===== src/hdl/nlt_pkg.sv =====
// shared types, constants and helpers of the node liveness table
package nlt_pkg;

	localparam int TABLE_DEPTH = 16;
	localparam int IDX_W = (TABLE_DEPTH > 1) ? $clog2(TABLE_DEPTH) : 1;
	localparam int OUT_LIMIT = 16;
	localparam int CNT_W = $clog2(OUT_LIMIT + 1);
	localparam int SLOT_W = 4;
	localparam int CFG_W = 32;

	typedef enum logic [1:0] {
		ACT_REGISTER = 2'd0,
		ACT_BEAT     = 2'd1,
		ACT_STATUS   = 2'd2,
		ACT_CHECK    = 2'd3
	} act_t;

	typedef enum logic [2:0] {
		KIND_REGISTERED  = 3'd0,
		KIND_FULL        = 3'd1,
		KIND_BEAT_STORED = 3'd2,
		KIND_BEAT_UNK    = 3'd3,
		KIND_STAT_STORED = 3'd4,
		KIND_STAT_UNK    = 3'd5,
		KIND_OFFLINE     = 3'd6,
		KIND_NONE        = 3'd7
	} kind_t;

	typedef enum logic [0:0] {
		CFG_TIMEOUT    = 1'd0,
		CFG_STATE_CODE = 1'd1
	} cfg_idx_t;

	typedef enum logic [1:0] {
		EMIT_HIT   = 2'd0,
		EMIT_PEND  = 2'd1,
		EMIT_FINAL = 2'd2
	} emit_sel_t;

	typedef struct packed {
		logic      load;
		logic      step;
		logic      apply;
		logic      emit;
		emit_sel_t sel;
	} ctl_cmd_t;

	typedef struct packed {
		logic hit;
		logic at_end;
		logic out_free;
		logic pend_valid;
		logic is_check;
	} dp_stat_t;

	function automatic logic [SLOT_W-1:0] to_slot(input logic [IDX_W-1:0] idx);
		logic [IDX_W+SLOT_W-1:0] ext;
		ext = {{SLOT_W{1'b0}}, idx};
		return ext[SLOT_W-1:0];
	endfunction

endpackage


===== src/hdl/node_liveness_table.sv =====
// node liveness table: top level joining the sequencer and the table datapath
// an item is taken while idle, then the table is scanned one entry per cycle
// register, heartbeat and status stop at the first matching slot
// an offline check walks all 16 slots, emits one word per dropped node or a none word
// the scan of one entry per cycle sets the rate; output stalls hold the scan
// reset clears all entries offline, stamps to zero, timeout 1000, state code 0
module node_liveness_table import nlt_pkg::*; (
	input  logic                clk,
	input  logic                arst_n,
	input  logic                cfg_we,
	input  logic [0:0]          cfg_index,
	input  logic [CFG_W-1:0]    cfg_data,
	input  logic                in_valid,
	output logic                in_stall,
	input  logic [1:0]          action,
	input  logic [31:0]         now_ticks,
	input  logic [7:0]          node_id,
	input  logic [7:0]          node_kind,
	input  logic signed [15:0]  speed_rpm,
	input  logic [15:0]         drive_pwm,
	input  logic [7:0]          node_state,
	input  logic [7:0]          fault,
	output logic                out_valid,
	input  logic                out_stall,
	output logic [2:0]          kind,
	output logic [7:0]          result_node,
	output logic [SLOT_W-1:0]   slot,
	output logic                last
);

	ctl_cmd_t cmd;
	dp_stat_t stat;

	nlt_ctrl u_ctrl (
		.clk      (clk),
		.arst_n   (arst_n),
		.in_valid (in_valid),
		.in_stall (in_stall),
		.stat     (stat),
		.cmd      (cmd)
	);

	nlt_dp u_dp (
		.clk         (clk),
		.arst_n      (arst_n),
		.cmd         (cmd),
		.stat        (stat),
		.cfg_we      (cfg_we),
		.cfg_index   (cfg_index),
		.cfg_data    (cfg_data),
		.action      (action),
		.now_ticks   (now_ticks),
		.node_id     (node_id),
		.node_kind   (node_kind),
		.speed_rpm   (speed_rpm),
		.drive_pwm   (drive_pwm),
		.node_state  (node_state),
		.fault       (fault),
		.out_valid   (out_valid),
		.out_stall   (out_stall),
		.kind        (kind),
		.result_node (result_node),
		.slot        (slot),
		.last        (last)
	);

endmodule


===== src/hdl/nlt_ctrl.sv =====
// sequencer for the table scan of each word
module nlt_ctrl import nlt_pkg::*; (
	input  logic     clk,
	input  logic     arst_n,
	input  logic     in_valid,
	output logic     in_stall,
	input  dp_stat_t stat,
	output ctl_cmd_t cmd
);

	typedef enum logic [2:0] {
		ST_IDLE = 3'b001,
		ST_SCAN = 3'b010,
		ST_DONE = 3'b100
	} state_t;

	state_t state_q, state_d;

	always_ff @(posedge clk or negedge arst_n) begin
		if (!arst_n) begin
			state_q <= ST_IDLE;
		end else begin
			state_q <= state_d;
		end
	end

	always_comb begin
		state_d  = state_q;
		cmd      = '0;
		cmd.sel  = EMIT_HIT;
		in_stall = 1'b1;
		unique case (state_q)
			ST_IDLE: begin
				in_stall = 1'b0;
				if (in_valid) begin
					cmd.load = 1'b1;
					state_d  = ST_SCAN;
				end
			end
			ST_SCAN: begin
				if (stat.is_check) begin
					if (stat.hit && stat.pend_valid && !stat.out_free) begin
						state_d = ST_SCAN;
					end else begin
						cmd.apply = stat.hit;
						cmd.emit  = stat.hit && stat.pend_valid;
						cmd.sel   = EMIT_PEND;
						if (stat.at_end) begin
							state_d = ST_DONE;
						end else begin
							cmd.step = 1'b1;
						end
					end
				end else if (stat.hit) begin
					if (stat.out_free) begin
						cmd.apply = 1'b1;
						cmd.emit  = 1'b1;
						cmd.sel   = EMIT_HIT;
						state_d   = ST_IDLE;
					end
				end else if (stat.at_end) begin
					state_d = ST_DONE;
				end else begin
					cmd.step = 1'b1;
				end
			end
			ST_DONE: begin
				if (stat.out_free) begin
					cmd.emit = 1'b1;
					cmd.sel  = EMIT_FINAL;
					state_d  = ST_IDLE;
				end
			end
			default: begin
				state_d = ST_IDLE;
			end
		endcase
	end

endmodule


===== src/hdl/nlt_dp.sv =====
// node table storage, scan index, match logic and result register
module nlt_dp import nlt_pkg::*; (
	input  logic                clk,
	input  logic                arst_n,
	input  ctl_cmd_t            cmd,
	output dp_stat_t            stat,
	input  logic                cfg_we,
	input  logic [0:0]          cfg_index,
	input  logic [CFG_W-1:0]    cfg_data,
	input  logic [1:0]          action,
	input  logic [31:0]         now_ticks,
	input  logic [7:0]          node_id,
	input  logic [7:0]          node_kind,
	input  logic signed [15:0]  speed_rpm,
	input  logic [15:0]         drive_pwm,
	input  logic [7:0]          node_state,
	input  logic [7:0]          fault,
	output logic                out_valid,
	input  logic                out_stall,
	output logic [2:0]          kind,
	output logic [7:0]          result_node,
	output logic [SLOT_W-1:0]   slot,
	output logic                last
);

	logic [31:0] timeout_q;
	logic [7:0]  off_code_q;

	act_t        act_q;
	logic [31:0] now_q;
	logic [7:0]  id_q;
	logic [7:0]  nkind_q;
	logic [15:0] rpm_q;
	logic [15:0] pwm_q;
	logic [7:0]  nstate_q;
	logic [7:0]  nfault_q;

	logic [TABLE_DEPTH-1:0] online_q;
	logic [7:0]  node_q  [TABLE_DEPTH];
	logic [7:0]  ekind_q [TABLE_DEPTH];
	logic [31:0] stamp_q [TABLE_DEPTH];
	logic [15:0] speed_q [TABLE_DEPTH];
	logic [15:0] epwm_q  [TABLE_DEPTH];
	logic [7:0]  state_q [TABLE_DEPTH];
	logic [7:0]  efault_q[TABLE_DEPTH];

	logic [IDX_W-1:0] idx_q;
	logic [CNT_W-1:0] cnt_q;
	logic             pend_valid_q;
	logic [7:0]       pend_node_q;
	logic [SLOT_W-1:0] pend_slot_q;

	logic        out_valid_q;
	kind_t       kind_q;
	logic [7:0]  node_out_q;
	logic [SLOT_W-1:0] slot_q;
	logic        last_q;

	logic        cur_online;
	logic [7:0]  cur_node;
	logic [31:0] cur_age;
	logic        hit;
	kind_t       hit_kind;
	kind_t       fail_kind;
	kind_t       kind_d;
	logic [7:0]  node_d;
	logic [SLOT_W-1:0] slot_d;
	logic        last_d;

	assign cur_online = online_q[idx_q];
	assign cur_node   = node_q[idx_q];
	assign cur_age    = now_q - stamp_q[idx_q];

	always_comb begin
		hit       = 1'b0;
		hit_kind  = KIND_REGISTERED;
		fail_kind = KIND_FULL;
		unique case (act_q)
			ACT_REGISTER: begin
				hit       = !cur_online;
				hit_kind  = KIND_REGISTERED;
				fail_kind = KIND_FULL;
			end
			ACT_BEAT: begin
				hit       = cur_online && (cur_node == id_q);
				hit_kind  = KIND_BEAT_STORED;
				fail_kind = KIND_BEAT_UNK;
			end
			ACT_STATUS: begin
				hit       = cur_online && (cur_node == id_q);
				hit_kind  = KIND_STAT_STORED;
				fail_kind = KIND_STAT_UNK;
			end
			ACT_CHECK: begin
				hit       = cur_online && (cur_age > timeout_q) &&
					(cnt_q != CNT_W'(OUT_LIMIT));
				hit_kind  = KIND_OFFLINE;
				fail_kind = KIND_NONE;
			end
			default: begin
				hit = 1'b0;
			end
		endcase
	end

	assign stat.hit        = hit;
	assign stat.at_end     = (idx_q == IDX_W'(TABLE_DEPTH - 1));
	assign stat.out_free   = !out_valid_q || !out_stall;
	assign stat.pend_valid = pend_valid_q;
	assign stat.is_check   = (act_q == ACT_CHECK);

	always_comb begin
		kind_d = hit_kind;
		node_d = id_q;
		slot_d = to_slot(idx_q);
		last_d = 1'b1;
		unique case (cmd.sel)
			EMIT_HIT: begin
				kind_d = hit_kind;
			end
			EMIT_PEND: begin
				kind_d = KIND_OFFLINE;
				node_d = pend_node_q;
				slot_d = pend_slot_q;
				last_d = 1'b0;
			end
			EMIT_FINAL: begin
				if (pend_valid_q) begin
					kind_d = KIND_OFFLINE;
					node_d = pend_node_q;
					slot_d = pend_slot_q;
				end else begin
					kind_d = fail_kind;
					slot_d = '0;
				end
			end
			default: begin
				kind_d = fail_kind;
				slot_d = '0;
			end
		endcase
	end

	always_ff @(posedge clk or negedge arst_n) begin
		if (!arst_n) begin
			timeout_q  <= 32'd1000;
			off_code_q <= 8'd0;
		end else if (cfg_we) begin
			unique case (cfg_idx_t'(cfg_index))
				CFG_TIMEOUT:    timeout_q  <= cfg_data[31:0];
				CFG_STATE_CODE: off_code_q <= cfg_data[7:0];
				default:        timeout_q  <= timeout_q;
			endcase
		end
	end

	always_ff @(posedge clk) begin
		if (cmd.load) begin
			act_q    <= act_t'(action);
			now_q    <= now_ticks;
			id_q     <= node_id;
			nkind_q  <= node_kind;
			rpm_q    <= $unsigned(speed_rpm);
			pwm_q    <= drive_pwm;
			nstate_q <= node_state;
			nfault_q <= fault;
		end
	end

	always_ff @(posedge clk or negedge arst_n) begin
		if (!arst_n) begin
			idx_q        <= '0;
			cnt_q        <= '0;
			pend_valid_q <= 1'b0;
		end else if (cmd.load) begin
			idx_q        <= '0;
			cnt_q        <= '0;
			pend_valid_q <= 1'b0;
		end else begin
			if (cmd.step) begin
				idx_q <= idx_q + 1'b1;
			end
			if (cmd.apply && (act_q == ACT_CHECK)) begin
				cnt_q        <= cnt_q + 1'b1;
				pend_valid_q <= 1'b1;
			end
		end
	end

	always_ff @(posedge clk) begin
		if (cmd.apply && (act_q == ACT_CHECK)) begin
			pend_node_q <= cur_node;
			pend_slot_q <= to_slot(idx_q);
		end
	end

	always_ff @(posedge clk or negedge arst_n) begin
		if (!arst_n) begin
			online_q <= '0;
		end else if (cmd.apply) begin
			if (act_q == ACT_REGISTER) begin
				online_q[idx_q] <= 1'b1;
			end else if (act_q == ACT_CHECK) begin
				online_q[idx_q] <= 1'b0;
			end
		end
	end

	always_ff @(posedge clk or negedge arst_n) begin
		if (!arst_n) begin
			for (int i = 0; i < TABLE_DEPTH; i++) begin
				stamp_q[i] <= '0;
			end
		end else if (cmd.apply && (act_q == ACT_BEAT)) begin
			stamp_q[idx_q] <= now_q;
		end
	end

	always_ff @(posedge clk) begin
		if (cmd.apply) begin
			unique case (act_q)
				ACT_REGISTER: begin
					node_q[idx_q]  <= id_q;
					ekind_q[idx_q] <= nkind_q;
				end
				ACT_STATUS: begin
					speed_q[idx_q]  <= rpm_q;
					epwm_q[idx_q]   <= pwm_q;
					state_q[idx_q]  <= nstate_q;
					efault_q[idx_q] <= nfault_q;
				end
				ACT_CHECK: begin
					state_q[idx_q] <= off_code_q;
				end
				default: begin
				end
			endcase
		end
	end

	always_ff @(posedge clk or negedge arst_n) begin
		if (!arst_n) begin
			out_valid_q <= 1'b0;
		end else if (cmd.emit) begin
			out_valid_q <= 1'b1;
		end else if (!out_stall) begin
			out_valid_q <= 1'b0;
		end
	end

	always_ff @(posedge clk) begin
		if (cmd.emit) begin
			kind_q     <= kind_d;
			node_out_q <= node_d;
			slot_q     <= slot_d;
			last_q     <= last_d;
		end
	end

	assign out_valid   = out_valid_q;
	assign kind        = kind_q;
	assign result_node = node_out_q;
	assign slot        = slot_q;
	assign last        = last_q;

endmodule


===== config.mk =====
export PLATFORM = sky130hd
export DESIGN_NAME = node_liveness_table
export DESIGN_NICKNAME = d
export VERILOG_FILES = /design/src/hdl/nlt_pkg.sv /design/src/hdl/node_liveness_table.sv /design/src/hdl/nlt_ctrl.sv /design/src/hdl/nlt_dp.sv
export SDC_FILE = /design/constraint.sdc
export NUM_CORES = 1
export LEC_CHECK = 0
export BUFFER_PORTS_ARGS = -buffer_cell sky130_fd_sc_hd__buf_4
export CAP_MARGIN = 10
export CORE_MARGIN = 2
export CORE_UTILIZATION = 62
export CTS_CLUSTER_DIAMETER = 120
export DETAILED_ROUTE_END_ITERATION = 7
export PLACE_DENSITY = 0.88
export SLEW_MARGIN = 20
export SYNTH_ARGS = -nofsm -noshare
export SYNTH_HDL_FRONTEND = slang
export SYNTH_SLANG_ARGS = --single-unit

===== constraint.sdc =====
create_clock -name clk -period 9.9 [get_ports clk]
set_input_delay 0.495 -clock clk [delete_from_list [all_inputs] [get_ports clk]]
set_output_delay 0.495 -clock clk [all_outputs]
set_load 0.01 [all_outputs]

== Yosys cells after proc, flatten, opt, wreduce, memory -nomap -nowiden ==
Memory sizes are Yosys's and may differ from the RTL's.
Cells that the tools add are included.

* Bits in read-only memories: 0
* Word-level logic and storage cells: 133
* Output and inout bits: 18
* Memories kept: 1
* Latch bits: 0
* Bits in writable memories: 128
* Register bits after elaboration: 644
* Bits of input ports: 136

* Bitwise operators: 5
* Equality and inequality tests: 13
* Div/mod/pow operators: 0
* $mul: 0
* Shift-type cells: 0
* Add/sub/neg operators: 3
* Order comparisons: 5
* Mux-type cells: 52
* Reductions and logical operators: 22

{| class="wikitable"
|+ Memories
! memory !! depth !! bits a word !! read ports !! clocked after memory_dff !! write ports !! line !! text
|-
| u_dp.node_q || 16 || 8 || 1 || 0 || 1 || nlt_dp.sv:39 || <nowiki>logic [7:0] node_q [TABLE_DEPTH];</nowiki>
|}

{| class="wikitable"
|+ Operators by type and width
! operator !! number
|-
| $bwmux W512 || 1
|-
| $bmux W32 S4 || 1
|-
| $demux W32 S4 || 1
|-
| $mux W32 || 3
|-
| $gt A32 B32 Y1 || 1
|-
| $mux W16 || 2
|-
| $sub A32 B32 Y32 || 1
|-
| $mux W3 || 8
|-
| $pmux W3 S4 || 2
|-
| $mux W4 || 5
|-
| $mux W5 || 4
|-
| $pmux W3 S3 || 2
|-
| $and A16 B16 Y16 || 1
|-
| $not A16 Y16 || 1
|-
| $or A16 B16 Y16 || 1
|-
| $pmux W8 S2 || 1
|-
| $mux W1 || 15
|-
| $pmux W4 S3 || 1
|-
| $logic_and A1 B1 Y1 || 9
|-
| $eq A8 B8 Y1 || 1
|-
| $mux W8 || 1
|-
| $eq A2 B2 Y1 const B || 3
|-
| $pmux W3 S2 || 1
|-
| $reduce_bool A2 Y1 || 3
|-
| 25 further kinds || 31
|}

== Logic depth before layout (Yosys ltp) ==
* Depth in word-level cells: 17
* Depth in mapped cells: 33
* Depth with buffers taken out: 27

== Cells and area by module ==
Synthesis repeated with hierarchy kept, for this count alone.

* Cells, all modules: 2,316
* Area total of the unflattened synthesis: 35,520.3 sq um

{| class="wikitable"
|+ Modules (own cells, without submodules)
! module !! cells an instance !! area each (sq um) !! seq. area each (sq um) !! times used
|-
| nlt_dp || 2,286 || 35,253.8 || 20,241.9 || 1
|-
| nlt_ctrl || 30 || 266.5 || 76.3 || 1
|}

== Worst setup path after synthesis ==
No wires, ideal clock.

* Kind: register to register
* Start point: register u_dp.idx_q[0]
* End point: register u_dp.kind_q[0], in the netlist u_dp.kind[0], enable pin
* Arrival: 8.093 ns
* Path buffers: 4
* Data required time: 9.491 ns
* Clock period less this slack: 8.503 ns
* Cell stages (with the launch flop): 27
* Setup time: 0.409 ns
* Slack: 1.397 ns
* Cells stage by stage: dfrtp_1 > buf_6 > buf_2 > buf_1 > buf_1 > mux4_2 > mux4_2 > inv_1 > ha_1 > and4_1 > nand2_1 > a2111oi_0 > or4b_2 > a21oi_1 > o21ai_0 > a2111oi_0 > nor2_1 > xor2_1 > ha_1 > and4_1 > nand4_1 > or3_1 > a31oi_1 > o2111ai_1 > o211a_1 > o31a_1 > nor3_1

{| class="wikitable"
|+ RTL lines
! element !! line !! text
|-
| start, declared || nlt_dp.sv:47 || <nowiki>logic [IDX_W-1:0] idx_q;</nowiki>
|-
| start signal, assigned || nlt_dp.sv:181 || <nowiki>idx_q <= idx_q + 1'b1;</nowiki>
|-
| end signal, assigned || nlt_dp.sv:253 || <nowiki>kind_q <= kind_d;</nowiki>
|-
| end, declared || nlt_dp.sv:54 || <nowiki>kind_t kind_q;</nowiki>
|}

== Worst setup path after layout ==
* Start point: register u_dp.idx_q[0]
* End point: register u_dp.stamp_q[468] in the netlist's numbering

* Cells in the longest elaborated chain, start to end: 15
* Elaborated cells between the ends (all ways): 28
* Those cells by class: add/sub: 1; order compare: 3; eq/ne: 1; mux: 13; bitwise: 1; reduce/logical: 8; memory: 1

{| class="wikitable"
|+ RTL lines
! element !! line !! text
|-
| $not A4 Y5 (implied by the code) || nlt_dp.sv:72, nlt_dp.sv:215 ||
|-
| $bmux W32 S4 || nlt_dp.sv:72 || <nowiki>assign cur_age = now_q - stamp_q[idx_q];</nowiki>
|-
| $mux W32 (implied by the code) (2 in series) || nlt_dp.sv:72 ||
|-
| $sub A32 B32 Y32 || nlt_dp.sv:72 ||
|-
| $gt A32 B32 Y1 || nlt_dp.sv:95 || <nowiki>hit = cur_online && (cur_age > timeout_q) &&</nowiki>
|-
| $logic_and A1 B1 Y1 (2 in series) || nlt_dp.sv:95 ||
|-
| $pmux W1 S3 || nlt_dp.sv:78 || <nowiki>unique case (act_q)</nowiki>
|-
| $logic_and A1 B1 Y1 (2 in series) || nlt_ctrl.sv:42 || <nowiki>if (stat.hit && stat.pend_valid && !stat.out_free) begin</nowiki>
|-
| $mux W5 || nlt_ctrl.sv:42 ||
|-
| $mux W5 || nlt_ctrl.sv:41 || <nowiki>if (stat.is_check) begin</nowiki>
|-
| $mux W2 || nlt_ctrl.sv:32 || <nowiki>unique case (state_q)</nowiki>
|-
| $logic_and A1 B1 Y1 || nlt_dp.sv:214 || <nowiki>end else if (cmd.apply && (act_q == ACT_BEAT)) begin</nowiki>
|-
| end signal, assigned by index || nlt_dp.sv:215 || <nowiki>stamp_q[idx_q] <= now_q;</nowiki>
|-
| end, declared || nlt_dp.sv:41 || <nowiki>logic [31:0] stamp_q [TABLE_DEPTH];</nowiki>
|}

Parallel ways exist; a longest one is shown, timed or not. The select of a mux whose other input is x is not followed.
A chain may end at the register's enable or synchronous reset.

==> insert_results.sql <==
INSERT INTO impl_metrics (metric_group, metric, value, unit) VALUES
('timing', 'max_freq', '106', 'MHz'),
('yosys', 'synth_seq_area_share', '0.552', ''),
('floorplan', 'floorplan.initialDensity', '0.626', ''),
('global_routing', 'grt_overflow', '0', ''),
('timing', 'slew_headroom', '0.201', ''),
('routing', 'vias', '21500', ''),
('routing', 'post_drt_wl_per_cell', '27.1', 'um'),
('global_routing', 'track_usage', '0.294', ''),
('setup_path', 'critical-path-slowest-cell', 'dfrtp_4', ''),
('routing', 'drtIter0Drc', '2279', ''),
('cts', 'number_of_buffers_created_by_cts', '80', ''),
('setup_path', 'critical_path.reg2reg.startpoint', 'u_dp.idx_q[0]$_DFFE_PN0P_', ''),
('layout', 'post_route_cells_drive_above_1_share', '0.353', ''),
('place', 'io_buffer_count', '97', ''),
('routing', 'detail_route.wirelength.met1', '34000', 'um'),
('floorplan', 'row_count', '89', ''),
('floorplan', 'ios', '154', ''),
('timing', 'setup_tns', '0', 'ns'),
('yosys', 'synth.yosys.warnings', '0', ''),
('setup_path', 'timing.reg2reg.setup_slack', '0.48', 'ns'),
('timing', 'rsz0062_at_grt', 'no', ''),
('yosys', 'number_of_storage_elements_in_the_synthesis_netlist', '772', ''),
('setup_path', 'cp.arrival', '9.93', 'ns'),
('floorplan', 'height_of_the_chip', '248', 'um'),
('cts', 'cts_root_buffer', 'clkbuf_16', ''),
('global_routing', 'first_global_vias', '23200', ''),
('setup_path', 'criticalPathCategory', 'reg -> reg', ''),
('yosys', 'syn_inst', '2345', ''),
('timing', 'final_max_tran_viols', '0', ''),
('layout', 'finalNonFillerCells', '3241', ''),
('place', 'sum_of_net_half_perimeters_after_detailed_placement', '50700', 'um'),
('routing', 'first_pass_iters', '5', ''),
('hold_path', 'hold_wc_startpoint', 'node_id[6]', ''),
('place', 'place_area', '37900', 'sq um'),
('floorplan', 'width_of_the_die', '248', 'um'),
('setup_path', 'cpLargestDelayFamily', 'simple AND/OR/NAND/NOR gates', ''),
('routing', 'wl_met2', '44100', 'um'),
('layout', 'finish.net_count', '2616', ''),
('setup_path', 'max_stage_delay', '0.92', 'ns'),
('yosys', 'yosys.area_share.simple', '0.0364', ''),
('setup_path', 'timing.critical_path.fanout_max', '36', ''),
('timing', 'report.final.hold_viol_count', '0', ''),
('routing', 'detail-route-antenna-nets', '0', ''),
('global_routing', 'grt_antenna_before_repair', '0', ''),
('yosys', 'synth_compound_area_frac', '0.0332', ''),
('setup_path', 'startpoint', 'u_dp.idx_q[0]$_DFFE_PN0P_', ''),
('routing', 'post_drt_via_cell_ratio', '6.62', ''),
('flow_run', 'number_of_violations_of_the_max_capacitance_limit', '0', ''),
('routing', 'route.top_layer_used', 'met4', ''),
('layout', 'stdcell_area', '40700', 'sq um'),
('routing', 'route.met3.wl', '6280', 'um'),
('yosys', 'synth_cell_types', '77', ''),
('cts', 'clk_transition_reported_paths', '0.06', 'ns'),
('place', 'place.detailed.instances', '3091', ''),
('floorplan', 'die-area', '61300', 'sq um'),
('setup_path', 'cp.buffers_inverters', '3', ''),
('cts', 'cts_max_path_buffers', '3', ''),
('timing', 'finalCriticalPeriod', '9.42', 'ns'),
('yosys', 'syn_area_per_cell', '15.7', 'sq um'),
('timing', 'period_share', '0.952', ''),
('timing', 'final_report_setup_violation_count', '0', ''),
('yosys', 'synth_nets', '2560', ''),
('layout', 'multi_input_comb_area', '15200', 'sq um'),
('cts', 'cts_setup_buffers', '0', ''),
('status', 'result_of_the_run', 'finished clean', ''),
('place', 'routability_congestion_estimate', '0.892', ''),
('timing', 'post_route_skew', '0.0328', 'ns'),
('setup_path', 'worstSetupStartpointType', 'register', ''),
('yosys', 'yosys.area_share.xor_xnor', '0.0102', ''),
('global_routing', 'grt_pass1_wl', '136000', 'um'),
('setup_path', 'timing.critical_path.required', '10.40', 'ns');
-- metrics by stage --
step / hold WS, ns / setup WS, ns / power [mW] / utilization
after floorplan: 0.199 / 1.40 / 5.30 / -
after detailed placement: 0.476 / 0.735 / 5.94 / 0.644
after CTS: 0.000896 / 0.595 / 9.09 / 0.691
after global routing: 0.00866 / 0.0196 / 9.48 / 0.692
after global placement: 0.468 / 0.876 / 5.82 / 0.644
final: 0.0146 / 0.475 / 9.12 / 0.692
-- path summary, 6_finish.rpt --
kind	cells after the start	endpoint
max in group asynchronous	4	u_dp.idx_q[0]$_DFFE_PN0P_
min	1	u_dp.id_q[6]$_DFFE_PP_
min in group asynchronous	2	u_dp.stamp_q[506]$_DFFE_PN0P_
max reg2reg	25	u_dp.stamp_q[468]$_DFFE_PN0P_
max	25	u_dp.stamp_q[468]$_DFFE_PN0P_
min reg2reg	1	u_dp.stamp_q[234]$_DFFE_PN0P_
-- layout by cell type (no fill, tap or decap), types with 17 or more instances in the layout --
| cell | instances |
|---|---|
| a21o_1 | 17 |
| a21oi_1 | 35 |
| buf_4 | 119 |
| clkbuf_1 | 23 |
| clkbuf_16 | 81 |
| dfrtp_1 | 563 |
| edfxtp_1 | 198 |
| ha_1 | 78 |
| inv_1 | 79 |
| mux2_1 | 158 |
| mux2_2 | 255 |
| mux2_4 | 122 |
| mux2i_1 | 33 |
| mux4_2 | 194 |
| nand2_1 | 82 |
| nand3_1 | 27 |
| nor2_1 | 64 |
| o21ai_0 | 63 |
| xnor2_1 | 24 |
| xor2_1 | 19 |
-- where the power goes --
| group | total (mW) | internal, mW | switching [mW] |
|---|---|---|---|
| Sequential | 3.78 | 3.50 | 0.285 |
| Clock | 3.14 | 1.83 | 1.31 |
| Combinational | 2.20 | 0.990 | 1.21 |
-- logic make-up (layout without fill, tap and decap cells) --
logic type / count (synthesis) / after routing
buffers and inverters: 243 / 366
flip-flops: 772 / 772
XOR/XNOR: 43 / 43
AO/OA/AOI/OAI: 187 / 187
AND/OR/NAND/NOR: 258 / 258
multiplexers: 763 / 763
adder cells (fa/ha/maj): 79 / 79
-- registers in the layout, indices dropped and copies added (netlist names), 2 cells and up, named ones only --
register,flops
u_dp.act_q,2
u_dp.stamp_q,512
u_dp.idx_q,4
u_dp.cnt_q,5
u_dp.timeout_q,32
u_dp.pend_slot_q,4
u_dp.pend_node_q,8
u_dp.result_node,8
u_dp.now_q,32
u_dp.node_q,128
u_dp.kind,3
u_dp.id_q,8
u_dp.slot,4
u_ctrl.state_q,3
-- cells in the mapped netlist (3+ instances only) --
cell and number:
dfrtp_1 567, mux2_2 255, edfxtp_1 198, mux4_2 194, mux2_1 158, mux2_4 122, nand2_1 82, inv_1 80
ha_1 78, nor2_1 65, o21ai_0 63, clkbuf_1 37, a21oi_1 35, mux2i_1 33, buf_2 30, nand3_1 30
dlygate4sd1_1 25, buf_1 24, buf_6 24, xnor2_1 24, xor2_1 19, buf_4 18, a21o_1 17, nand2b_1 17
a22o_1 12, nor2b_1 12, nand3_4 9, nand4_1 9, a31oi_1 8, o21a_1 8, dfstp_2 7, nor3_1 7
and3_1 6, nor4_1 5, o31ai_1 5, a211oi_1 3, a221oi_1 3, a22oi_1 3, and4_1 3, inv_2 3
o211a_1 3, o221ai_1 3
-- final cells by class --
cell class,count,area share
Tap cell,773,0.0238
Sequential cell,772,0.500
Clock inverter,30,0.0108
Clock buffer,119,0.0569
Multi-Input combinational cell,1330,0.373
Timing Repair Buffer,133,0.0278
Inverter,84,0.00775
-- layer usage --
layer / vias to the layer above / GRT usage
li1: 8890 / -
met1: 11300 / 0.388
met2: 1023 / 0.485
met3: 262 / 0.0543
met4: 0 / 0.123
met5: - / 0
-- timing repair --
action | CTS | global route
setup endpoints to repair | 0 | 4
endpoints found under the hold margin | 96 | 0
hold buffers | 1 | 0
gates resized for setup | 0 | 1
Power figures use the tool's default switching activity.
